--- config.mk ---
export PLATFORM = sky130hd
export DESIGN_NAME = taylor_exp_approximator_top_flat
export DESIGN_NICKNAME = d
export VERILOG_FILES = /design/src/rtl/texp_pkg.sv /design/src/rtl/texp_if.sv /design/src/rtl/texp_mul.sv /design/src/rtl/texp_div.sv /design/src/rtl/taylor_exp_approximator_top.sv /design/src/flat_wrapper.sv
export SDC_FILE = /design/constraint.sdc
export NUM_CORES = 2
export LEC_CHECK = 0
export ABC_AREA = 1
export BUFFER_PORTS_ARGS = -buffer_cell sky130_fd_sc_hd__clkbuf_2
export CAP_MARGIN = 20
export CORE_MARGIN = 5
export CORE_UTILIZATION = 50
export DETAILED_ROUTE_END_ITERATION = 6
export PLACE_DENSITY_LB_ADDON = 0.3
export SLEW_MARGIN = 20
export SYNTH_ARGS = -nofsm -noshare
export SYNTH_HDL_FRONTEND = slang
export SYNTH_SLANG_ARGS = --single-unit
--- constraint.sdc ---
create_clock -name clk -period 12.5 [get_ports clk]
set_clock_uncertainty 0.15 [all_clocks]
set_input_delay 0.625 -clock clk [delete_from_list [all_inputs] [get_ports clk]]
set_output_delay 0.625 -clock clk [all_outputs]
set_load 0.005 [all_outputs]
--- src/rtl/texp_pkg.sv ---
// Shared types and constants for the Taylor-series e^x block.
// No dependencies; every other file imports this package.
package texp_pkg;

    // Word field widths
    localparam int X_W      = 32;   // exponent, signed Q5.27
    localparam int TC_W     = 6;    // term count field
    localparam int ACC_W    = 64;   // Q32.32 sum and term magnitude
    localparam int FRAC_X   = 27;   // fraction bits of x
    localparam int PROD_W   = ACC_W + X_W;          // magnitude * |x|
    localparam int DIVD_W   = PROD_W - 1 - FRAC_X;  // product >> 27, top bit always 0
    localparam int DIV_BITS = 4;                    // quotient bits per divider cycle
    localparam int DIV_STEPS = DIVD_W / DIV_BITS;

    localparam int MAX_TERMS_DEF = 32;

    localparam logic [ACC_W-1:0] Q32_ONE = 64'h0000_0001_0000_0000;
    localparam logic [ACC_W-1:0] BIAS    = 64'h8000_0000_0000_0000;
    localparam logic [ACC_W-1:0] MAG_MAX = 64'h7FFF_FFFF_FFFF_FFFF;

    // Sequencer states
    typedef enum logic [2:0] {
        ST_IDLE,
        ST_MUL_GO,
        ST_MUL_WAIT,
        ST_DIV_GO,
        ST_DIV_WAIT,
        ST_ACCUM,
        ST_DONE
    } texp_state_t;

    // Multiplier status toward the sequencer
    typedef struct packed {
        logic              done;
        logic [PROD_W-1:0] prod;
    } mul_res_t;

    // Divider status toward the sequencer
    typedef struct packed {
        logic             done;
        logic             ovf;
        logic [ACC_W-1:0] mag;
    } div_res_t;

endpackage

--- src/rtl/texp_if.sv ---
// Valid/ready channel interfaces for the input and result words.
// Depends on texp_pkg for field widths.
interface texp_in_if import texp_pkg::*; ();
    logic                   valid;
    logic                   ready;
    logic signed [X_W-1:0]  x_value;
    logic [TC_W-1:0]        term_count;

    modport source (output valid, x_value, term_count, input ready);
    modport sink   (input valid, x_value, term_count, output ready);
endinterface

interface texp_out_if import texp_pkg::*; ();
    logic                    valid;
    logic                    ready;
    logic signed [ACC_W-1:0] approximation;
    logic                    invalid_count;
    logic                    saturated;

    modport source (output valid, approximation, invalid_count, saturated, input ready);
    modport sink   (input valid, approximation, invalid_count, saturated, output ready);
endinterface

--- src/rtl/texp_mul.sv ---
// Shared 32x32 multiplier: forms the 64x32 product of the term magnitude and |x|
// in two passes plus a final add. Depends on texp_pkg.
module texp_mul import texp_pkg::*; (
    input  logic             clk,
    input  logic             rst_n,
    input  logic             start,
    input  logic [ACC_W-1:0] mag,
    input  logic [X_W-1:0]   xmag,
    output mul_res_t         res
);

    localparam logic [1:0] PH_LO  = 2'd0;
    localparam logic [1:0] PH_HI  = 2'd1;
    localparam logic [1:0] PH_SUM = 2'd2;

    logic              busy_reg;
    logic [1:0]        ph_reg;
    logic              done_reg;
    logic [X_W-1:0]    op_a;
    logic [2*X_W-1:0]  pp;
    logic [2*X_W-1:0]  p0_reg;
    logic [2*X_W-1:0]  p1_reg;
    logic [PROD_W-1:0] prod_reg;

    // One multiplier, low half first then high half
    assign op_a = (ph_reg == PH_HI) ? mag[ACC_W-1:X_W] : mag[X_W-1:0];
    assign pp   = op_a * xmag;

    // Control
    always_ff @(posedge clk or negedge rst_n)
    begin
        if (!rst_n)
        begin
            busy_reg <= 1'b0;
            ph_reg   <= PH_LO;
            done_reg <= 1'b0;
        end
        else
        begin
            done_reg <= 1'b0;
            if (start)
            begin
                busy_reg <= 1'b1;
                ph_reg   <= PH_LO;
            end
            else if (busy_reg)
            begin
                case (ph_reg)
                    PH_LO:   ph_reg <= PH_HI;
                    PH_HI:   ph_reg <= PH_SUM;
                    PH_SUM:
                    begin
                        busy_reg <= 1'b0;
                        done_reg <= 1'b1;
                    end
                    default: busy_reg <= 1'b0;
                endcase
            end
        end
    end

    // Partial products and their sum
    always_ff @(posedge clk)
    begin
        if (busy_reg)
        begin
            case (ph_reg)
                PH_LO:   p0_reg <= pp;
                PH_HI:   p1_reg <= pp;
                PH_SUM:  prod_reg <= {{X_W{1'b0}}, p0_reg} + {p1_reg, {X_W{1'b0}}};
                default: p0_reg <= p0_reg;
            endcase
        end
    end

    assign res.done = done_reg;
    assign res.prod = prod_reg;

endmodule

--- src/rtl/texp_div.sv ---
// Radix-16 divider by the small term index k, with round-to-nearest on the
// full (k * 2^27) divisor and clamping to 63 bits. Depends on texp_pkg.
module texp_div import texp_pkg::*; #(
    parameter int MAX_TERMS = MAX_TERMS_DEF
) (
    input  logic                                 clk,
    input  logic                                 rst_n,
    input  logic                                 start,
    input  logic [DIVD_W-1:0]                    dividend,
    input  logic [FRAC_X-1:0]                    low_bits,
    input  logic [$clog2(MAX_TERMS+1)-1:0]       divisor,
    output div_res_t                             res
);

    localparam int CNT_W  = $clog2(MAX_TERMS + 1);
    localparam int DCNT_W = $clog2(DIV_STEPS);
    localparam int RND_W  = CNT_W + FRAC_X + 1;

    logic                busy_reg;
    logic                done_reg;
    logic [DCNT_W-1:0]   cnt_reg;
    logic [DIVD_W-1:0]   work_reg;   // dividend bits shift out, quotient bits shift in
    logic [CNT_W:0]      rem_reg;
    logic [CNT_W-1:0]    k_reg;
    logic [FRAC_X-1:0]   low_reg;

    logic [CNT_W:0]      rem_next;
    logic [DIV_BITS-1:0] qdig;
    logic [RND_W-1:0]    twice_rem;
    logic [RND_W-1:0]    full_den;
    logic                round_up;
    logic [DIVD_W:0]     q_rnd;

    // Four restoring steps per cycle on the narrow remainder
    always_comb
    begin
        rem_next = rem_reg;
        qdig     = '0;
        for (int i = 0; i < DIV_BITS; i++)
        begin
            rem_next = {rem_next[CNT_W-1:0], work_reg[DIVD_W-1-i]};
            if (rem_next >= {1'b0, k_reg})
            begin
                rem_next = rem_next - {1'b0, k_reg};
                qdig[DIV_BITS-1-i] = 1'b1;
            end
        end
    end

    // Control
    always_ff @(posedge clk or negedge rst_n)
    begin
        if (!rst_n)
        begin
            busy_reg <= 1'b0;
            done_reg <= 1'b0;
            cnt_reg  <= '0;
        end
        else
        begin
            done_reg <= 1'b0;
            if (start)
            begin
                busy_reg <= 1'b1;
                cnt_reg  <= '0;
            end
            else if (busy_reg)
            begin
                cnt_reg <= cnt_reg + 1'b1;
                if (cnt_reg == DCNT_W'(DIV_STEPS - 1))
                begin
                    busy_reg <= 1'b0;
                    done_reg <= 1'b1;
                end
            end
        end
    end

    // Datapath
    always_ff @(posedge clk)
    begin
        if (start)
        begin
            work_reg <= dividend;
            rem_reg  <= '0;
            k_reg    <= divisor;
            low_reg  <= low_bits;
        end
        else if (busy_reg)
        begin
            work_reg <= {work_reg[DIVD_W-DIV_BITS-1:0], qdig};
            rem_reg  <= rem_next;
        end
    end

    // Rounding: full remainder is rem * 2^27 + low bits; round up when 2r >= k * 2^27
    assign twice_rem = {rem_reg[CNT_W-1:0], low_reg, 1'b0};
    assign full_den  = {1'b0, k_reg, {FRAC_X{1'b0}}};
    assign round_up  = (twice_rem >= full_den);
    assign q_rnd     = {1'b0, work_reg} + {{DIVD_W{1'b0}}, round_up};

    assign res.done = done_reg;
    assign res.ovf  = (q_rnd > (DIVD_W+1)'(MAG_MAX));
    assign res.mag  = res.ovf ? MAG_MAX : q_rnd[ACC_W-1:0];

endmodule

--- src/rtl/taylor_exp_approximator_top.sv ---
// Each term after the first runs through a multiplier pass (start, then wait), a
// divider pass (start, then wait) and one add; a zero or one-term count skips these
// steps. One word at a time; the next input is taken once the current one reaches
// the output register.
// Reset (rst_n, async, active low) clears the sequencer and the output valid.
// Depends on texp_pkg, texp_if, texp_mul and texp_div.
module taylor_exp_approximator_top import texp_pkg::*; #(
    parameter int MAX_TERMS = MAX_TERMS_DEF
) (
    input  logic          clk,
    input  logic          rst_n,
    texp_in_if.sink       din,
    texp_out_if.source    dout
);

    localparam int CNT_W = $clog2(MAX_TERMS + 1);
    localparam int CMP_W = (CNT_W > TC_W) ? CNT_W : TC_W;

    texp_state_t      state_reg, state_next;
    logic [CNT_W-1:0] n_reg, n_next;
    logic [CNT_W-1:0] k_reg, k_next;
    logic [ACC_W-1:0] mag_reg, mag_next;
    logic [ACC_W-1:0] acc_reg, acc_next;   // biased: signed value XOR sign bit
    logic [X_W-1:0]   xmag_reg, xmag_next;
    logic             xneg_reg, xneg_next;
    logic             tneg_reg, tneg_next;
    logic             sat_reg, sat_next;
    logic             inv_reg, inv_next;

    logic             out_valid_reg;
    logic [ACC_W-1:0] out_approx_reg;
    logic             out_inv_reg;
    logic             out_sat_reg;

    logic             accept;
    logic             out_load;
    logic             mul_start;
    logic             div_start;
    mul_res_t         mul_res;
    div_res_t         div_res;

    logic [CMP_W-1:0] tc_ext;
    logic [CNT_W-1:0] n_clamped;
    logic [CNT_W-1:0] k_inc;
    logic [ACC_W:0]   add_sum;

    assign accept   = din.valid && din.ready;
    assign din.ready = (state_reg == ST_IDLE);

    assign tc_ext    = CMP_W'(din.term_count);
    assign n_clamped = (tc_ext > CMP_W'(MAX_TERMS)) ? CNT_W'(MAX_TERMS) : CNT_W'(tc_ext);
    assign k_inc     = k_reg + 1'b1;
    assign add_sum   = {1'b0, acc_reg} + {1'b0, mag_reg};

    texp_mul u_mul (
        .clk   (clk),
        .rst_n (rst_n),
        .start (mul_start),
        .mag   (mag_reg),
        .xmag  (xmag_reg),
        .res   (mul_res)
    );

    texp_div #(
        .MAX_TERMS (MAX_TERMS)
    ) u_div (
        .clk      (clk),
        .rst_n    (rst_n),
        .start    (div_start),
        .dividend (mul_res.prod[PROD_W-2:FRAC_X]),
        .low_bits (mul_res.prod[FRAC_X-1:0]),
        .divisor  (k_reg),
        .res      (div_res)
    );

    // Sequencer: next state and datapath updates
    always_comb
    begin
        state_next = state_reg;
        n_next     = n_reg;
        k_next     = k_reg;
        mag_next   = mag_reg;
        acc_next   = acc_reg;
        xmag_next  = xmag_reg;
        xneg_next  = xneg_reg;
        tneg_next  = tneg_reg;
        sat_next   = sat_reg;
        inv_next   = inv_reg;
        mul_start  = 1'b0;
        div_start  = 1'b0;
        out_load   = 1'b0;

        case (state_reg)
            ST_IDLE:
            begin
                if (accept)
                begin
                    xneg_next = din.x_value[X_W-1];
                    xmag_next = din.x_value[X_W-1] ? (~din.x_value + 1'b1) : din.x_value;
                    n_next    = n_clamped;
                    k_next    = CNT_W'(1);
                    mag_next  = Q32_ONE;
                    tneg_next = 1'b0;
                    sat_next  = 1'b0;
                    if (din.term_count == '0)
                    begin
                        // Zero count: result 0, flagged invalid
                        inv_next   = 1'b1;
                        acc_next   = BIAS;
                        state_next = ST_DONE;
                    end
                    else
                    begin
                        inv_next   = 1'b0;
                        acc_next   = Q32_ONE ^ BIAS;
                        state_next = (n_clamped > CNT_W'(1)) ? ST_MUL_GO : ST_DONE;
                    end
                end
            end
            ST_MUL_GO:
            begin
                mul_start  = 1'b1;
                state_next = ST_MUL_WAIT;
            end
            ST_MUL_WAIT:
            begin
                if (mul_res.done)
                begin
                    state_next = ST_DIV_GO;
                end
            end
            ST_DIV_GO:
            begin
                div_start  = 1'b1;
                state_next = ST_DIV_WAIT;
            end
            ST_DIV_WAIT:
            begin
                if (div_res.done)
                begin
                    mag_next   = div_res.mag;
                    sat_next   = sat_reg | div_res.ovf;
                    tneg_next  = tneg_reg ^ xneg_reg;
                    state_next = ST_ACCUM;
                end
            end
            ST_ACCUM:
            begin
                // Saturating add of the signed term to the biased sum
                if (tneg_reg)
                begin
                    if (mag_reg > acc_reg)
                    begin
                        acc_next = '0;
                        sat_next = 1'b1;
                    end
                    else
                    begin
                        acc_next = acc_reg - mag_reg;
                    end
                end
                else if (add_sum[ACC_W])
                begin
                    acc_next = '1;
                    sat_next = 1'b1;
                end
                else
                begin
                    acc_next = add_sum[ACC_W-1:0];
                end
                k_next     = k_inc;
                state_next = (k_inc < n_reg) ? ST_MUL_GO : ST_DONE;
            end
            ST_DONE:
            begin
                if (!out_valid_reg || dout.ready)
                begin
                    out_load   = 1'b1;
                    state_next = ST_IDLE;
                end
            end
            default:
            begin
                state_next = ST_IDLE;
            end
        endcase
    end

    // Sequencer state and output valid
    always_ff @(posedge clk or negedge rst_n)
    begin
        if (!rst_n)
        begin
            state_reg     <= ST_IDLE;
            out_valid_reg <= 1'b0;
        end
        else
        begin
            state_reg <= state_next;
            if (out_load)
            begin
                out_valid_reg <= 1'b1;
            end
            else if (dout.ready)
            begin
                out_valid_reg <= 1'b0;
            end
        end
    end

    // Working registers
    always_ff @(posedge clk)
    begin
        n_reg    <= n_next;
        k_reg    <= k_next;
        mag_reg  <= mag_next;
        acc_reg  <= acc_next;
        xmag_reg <= xmag_next;
        xneg_reg <= xneg_next;
        tneg_reg <= tneg_next;
        sat_reg  <= sat_next;
        inv_reg  <= inv_next;
    end

    // Output word register
    always_ff @(posedge clk)
    begin
        if (out_load)
        begin
            out_approx_reg <= acc_reg ^ BIAS;
            out_inv_reg    <= inv_reg;
            out_sat_reg    <= sat_reg;
        end
    end

    assign dout.valid         = out_valid_reg;
    assign dout.approximation = out_approx_reg;
    assign dout.invalid_count = out_inv_reg;
    assign dout.saturated     = out_sat_reg;

endmodule

--- src/flat_wrapper.sv ---
// flat-port wrapper written by rule: the top's interface ports become plain ports
module taylor_exp_approximator_top_flat import texp_pkg::*;
#(
    parameter int MAX_TERMS = MAX_TERMS_DEF
)
  (clk, rst_n, din_valid, din_x_value, din_term_count, din_ready, dout_valid, dout_approximation, dout_invalid_count, dout_saturated, dout_ready);
  texp_in_if din_i ();
  texp_out_if dout_i ();
  input  logic clk;
  input  logic rst_n;
  input wire logic [$bits(din_i.valid)-1:0] din_valid;
  input wire logic [$bits(din_i.x_value)-1:0] din_x_value;
  input wire logic [$bits(din_i.term_count)-1:0] din_term_count;
  output wire logic [$bits(din_i.ready)-1:0] din_ready;
  output wire logic [$bits(dout_i.valid)-1:0] dout_valid;
  output wire logic [$bits(dout_i.approximation)-1:0] dout_approximation;
  output wire logic [$bits(dout_i.invalid_count)-1:0] dout_invalid_count;
  output wire logic [$bits(dout_i.saturated)-1:0] dout_saturated;
  input wire logic [$bits(dout_i.ready)-1:0] dout_ready;
  assign din_i.valid = din_valid;
  assign din_i.x_value = din_x_value;
  assign din_i.term_count = din_term_count;
  assign din_ready = din_i.ready;
  assign dout_valid = dout_i.valid;
  assign dout_approximation = dout_i.approximation;
  assign dout_invalid_count = dout_i.invalid_count;
  assign dout_saturated = dout_i.saturated;
  assign dout_i.ready = dout_ready;
  taylor_exp_approximator_top #(.MAX_TERMS(MAX_TERMS)) u_core (.clk(clk), .rst_n(rst_n), .din(din_i), .dout(dout_i));
endmodule
==> impl_metrics.toml <==
[floorplan]
die_area_um2 = 150000
ios = 110
die_h_um = 388
coreArea_um2 = 142000
fp-row-count = 138
start_util_pct = 50.4
fp.dieW_um = 388

[setup_path]
slowest_delay_ns = 0.81
crit_path_frequent_cell = "fa_1"
critPathBufInv = 9
slowest_stage = "clkinv_1"
critPathCaptureType = "flip-flop"
cp_max_fo = 33
arrival_ns = 10.48
required_ns = 12.86
critPathKind = "flip-flop to flip-flop"
critPathTopFamily = "adder cells"
critPathLaunchType = "flip-flop"

[sta]
finalMaxSlewViolations = 0
fin_setup_tns_ns = 0
final-hold-violation-count = 0
fin_crit_sh_pct = 81.0
slew_headroom_pct = 19.2
rsz0062_at_grt = "false"
fmax_mhz = 98.8
worst-slew-pin-transition_ns = 1.21
min_period_ns = 10.12
finalSetupViolCount = 0
whs_ns = 0.0768

[drt]
wl_per_cell_um = 26.4
drc = 0
drt_wl_total_um = 282000
ant_nets = 0
routed_via_density = 5.73
vias = 61200
first_pass_iters = 6
drtIter0Drc = 6297

[grt]
antenna_found_initial = 14
grt_pass1_vias = 61200
grt_use_total_pct = 37.2
overflow = 0
grt_pass1_wl_um = 411000
grt_max_degree = 76

[run_status]
status = "finished clean"

[clocking]
clk_latency_ns = 0.70
cts_resized = 0
clk_pin_slew_ns = 0.06
numCtsBuffers = 70
cts_tree = "done"
cts_buffer_depth = 3
h-tree-depth = 3
clockRootBuffer = "clkbuf_16"
ctsHoldBuffers = 2
postCtsSetupBuffers = 0
numClockSinks = 586

[synthesis]
synth_cell_types = 57
synth_edf_count = 565
syn_avg_cell_area_um2 = 8.17
synthFlopType = "edfxtp_1"
ys_warn_count = 0
seq_area_frac_synth_pct = 24.5
syn_inst = 8727
async_reset_ff_share_pct = 2.56
netlist_area_um2 = 71300
synthesis.nets = 10100
yosys_register_bits = 586

[final_layout]
final_cell_mix = "1757 x inv_1, 1606 x nand2_1, 1212 x nor2_1"
largest_reg_flops = 95
final_common_cell = "inv_1"
syn_to_final_growth_pct = 6.91
final_area_um2 = 76200
drive_gt1_share_pct = 4.91
fin_nets = 10100

[placed_design]
post-dp-hpwl_um = 232000
finalWeightedCongestion = 1.01
portBuffers = 109
postPlaceCellArea_um2 = 73900

[worst_hold_path]
hp-class = "primary input to flip-flop"

[run]
drv_cap = 0
[kinds of logic (layout without fill, tap and decap cells)]
family / after synthesis / after routing / share of synthesized area (%)
buffers and inverters: 2090 / 2143 / 11.3
other: 1 / 9 / 0.00526
adders and majority gates: 1362 / 1362 / 33.4
xor gates and xnor gates: 298 / 298 / 3.66
AOI/OAI and AO/OA: 916 / 916 / 6.98
DFF: 586 / 586 / 24.5
and+or+nand+nor: 3474 / 3474 / 20.1
[layer usage]
layer | GRT usage (%) | vias to the layer above | wire length [µm]
met5 | 0 | - | 9
met1 | 48.9 | 29900 | 111000
met3 | 7.99 | 828 | 26700
met4 | 20.7 | 2 | 20400
met2 | 57.5 | 3290 | 124000
li1 | - | 27100 | -
[worst reg2reg max path: cells and delay by family, from the launching register on]
kind                       cells  cell delay (ns)
buffers and inverters          9             2.64
and+or+nand+nor                9             1.69
adders and majority gates      9             4.58
AOI/OAI and AO/OA              2             0.21
xor gates and xnor gates       1             0.24
DFF                            1             0.44
[cells in the mapped netlist, types with 91 or more instances]
library cell     n  area, µm²
inv_1         1759       6600
nand2_1       1607       6030
nor2_1        1219       4580
fa_1           903      18100
edfxtp_1       565      17000
ha_1           459       5740
a21oi_1        406       2030
o21ai_0        324       1620
nand3_1        287       1440
xor2_1         231       2020
clkbuf_1       204        766
nand4_1        170       1060
nor3_1          91        455
[stage by stage]
stage	utilization, %	cells	worst slack [ns]
3_3_place_gp	52.2	10500	2.63
6_report	53.8	10700	2.38
5_1_grt	53.8	10700	1.98
2_1_floorplan	-	8727	4.80
4_1_cts	53.8	10700	2.51
3_5_place_dp	52.2	10500	2.55
[layout make-up]
class,count,area [µm²]
inverters,1804,6780
flip-flops and latches,586,17500
fillers,13600,65400
repair buffers,211,1320
clock buffers,81,1810
well taps,1890,2360
clock inverters,47,519
diodes,8,20.0
multi-input cells,6051,46000
[path summary, 6_finish.rpt]
| check | cells after the start | endpoint | slack (ns) | startpoint |
|---|---|---|---|---|
| worst max-delay path | 30 | u_core.u_mul.p1_reg[58] | 2.38 | u_core.u_mul.ph_reg[0] |
| worst min-delay path | 1 | u_core.n_reg[5] | 0.08 | din_term_count[5] |
| worst max register to register | 30 | u_core.u_mul.p1_reg[58] | 2.38 | u_core.u_mul.ph_reg[0] |
| worst min register to register | 0 | u_core.u_mul.prod_reg[1] | 0.26 | u_core.u_mul.p0_reg[1] |
| max in group asynchronous | 2 | u_core.u_mul.ph_reg[0] | 11.46 | rst_n |
| min in group asynchronous | 2 | u_core.u_div.cnt_reg[0] | 0.33 | rst_n |
Power is left out: the tool's default activity adds up to more than one toggle a clock period on the data nets, which glitch-free logic cannot reach.
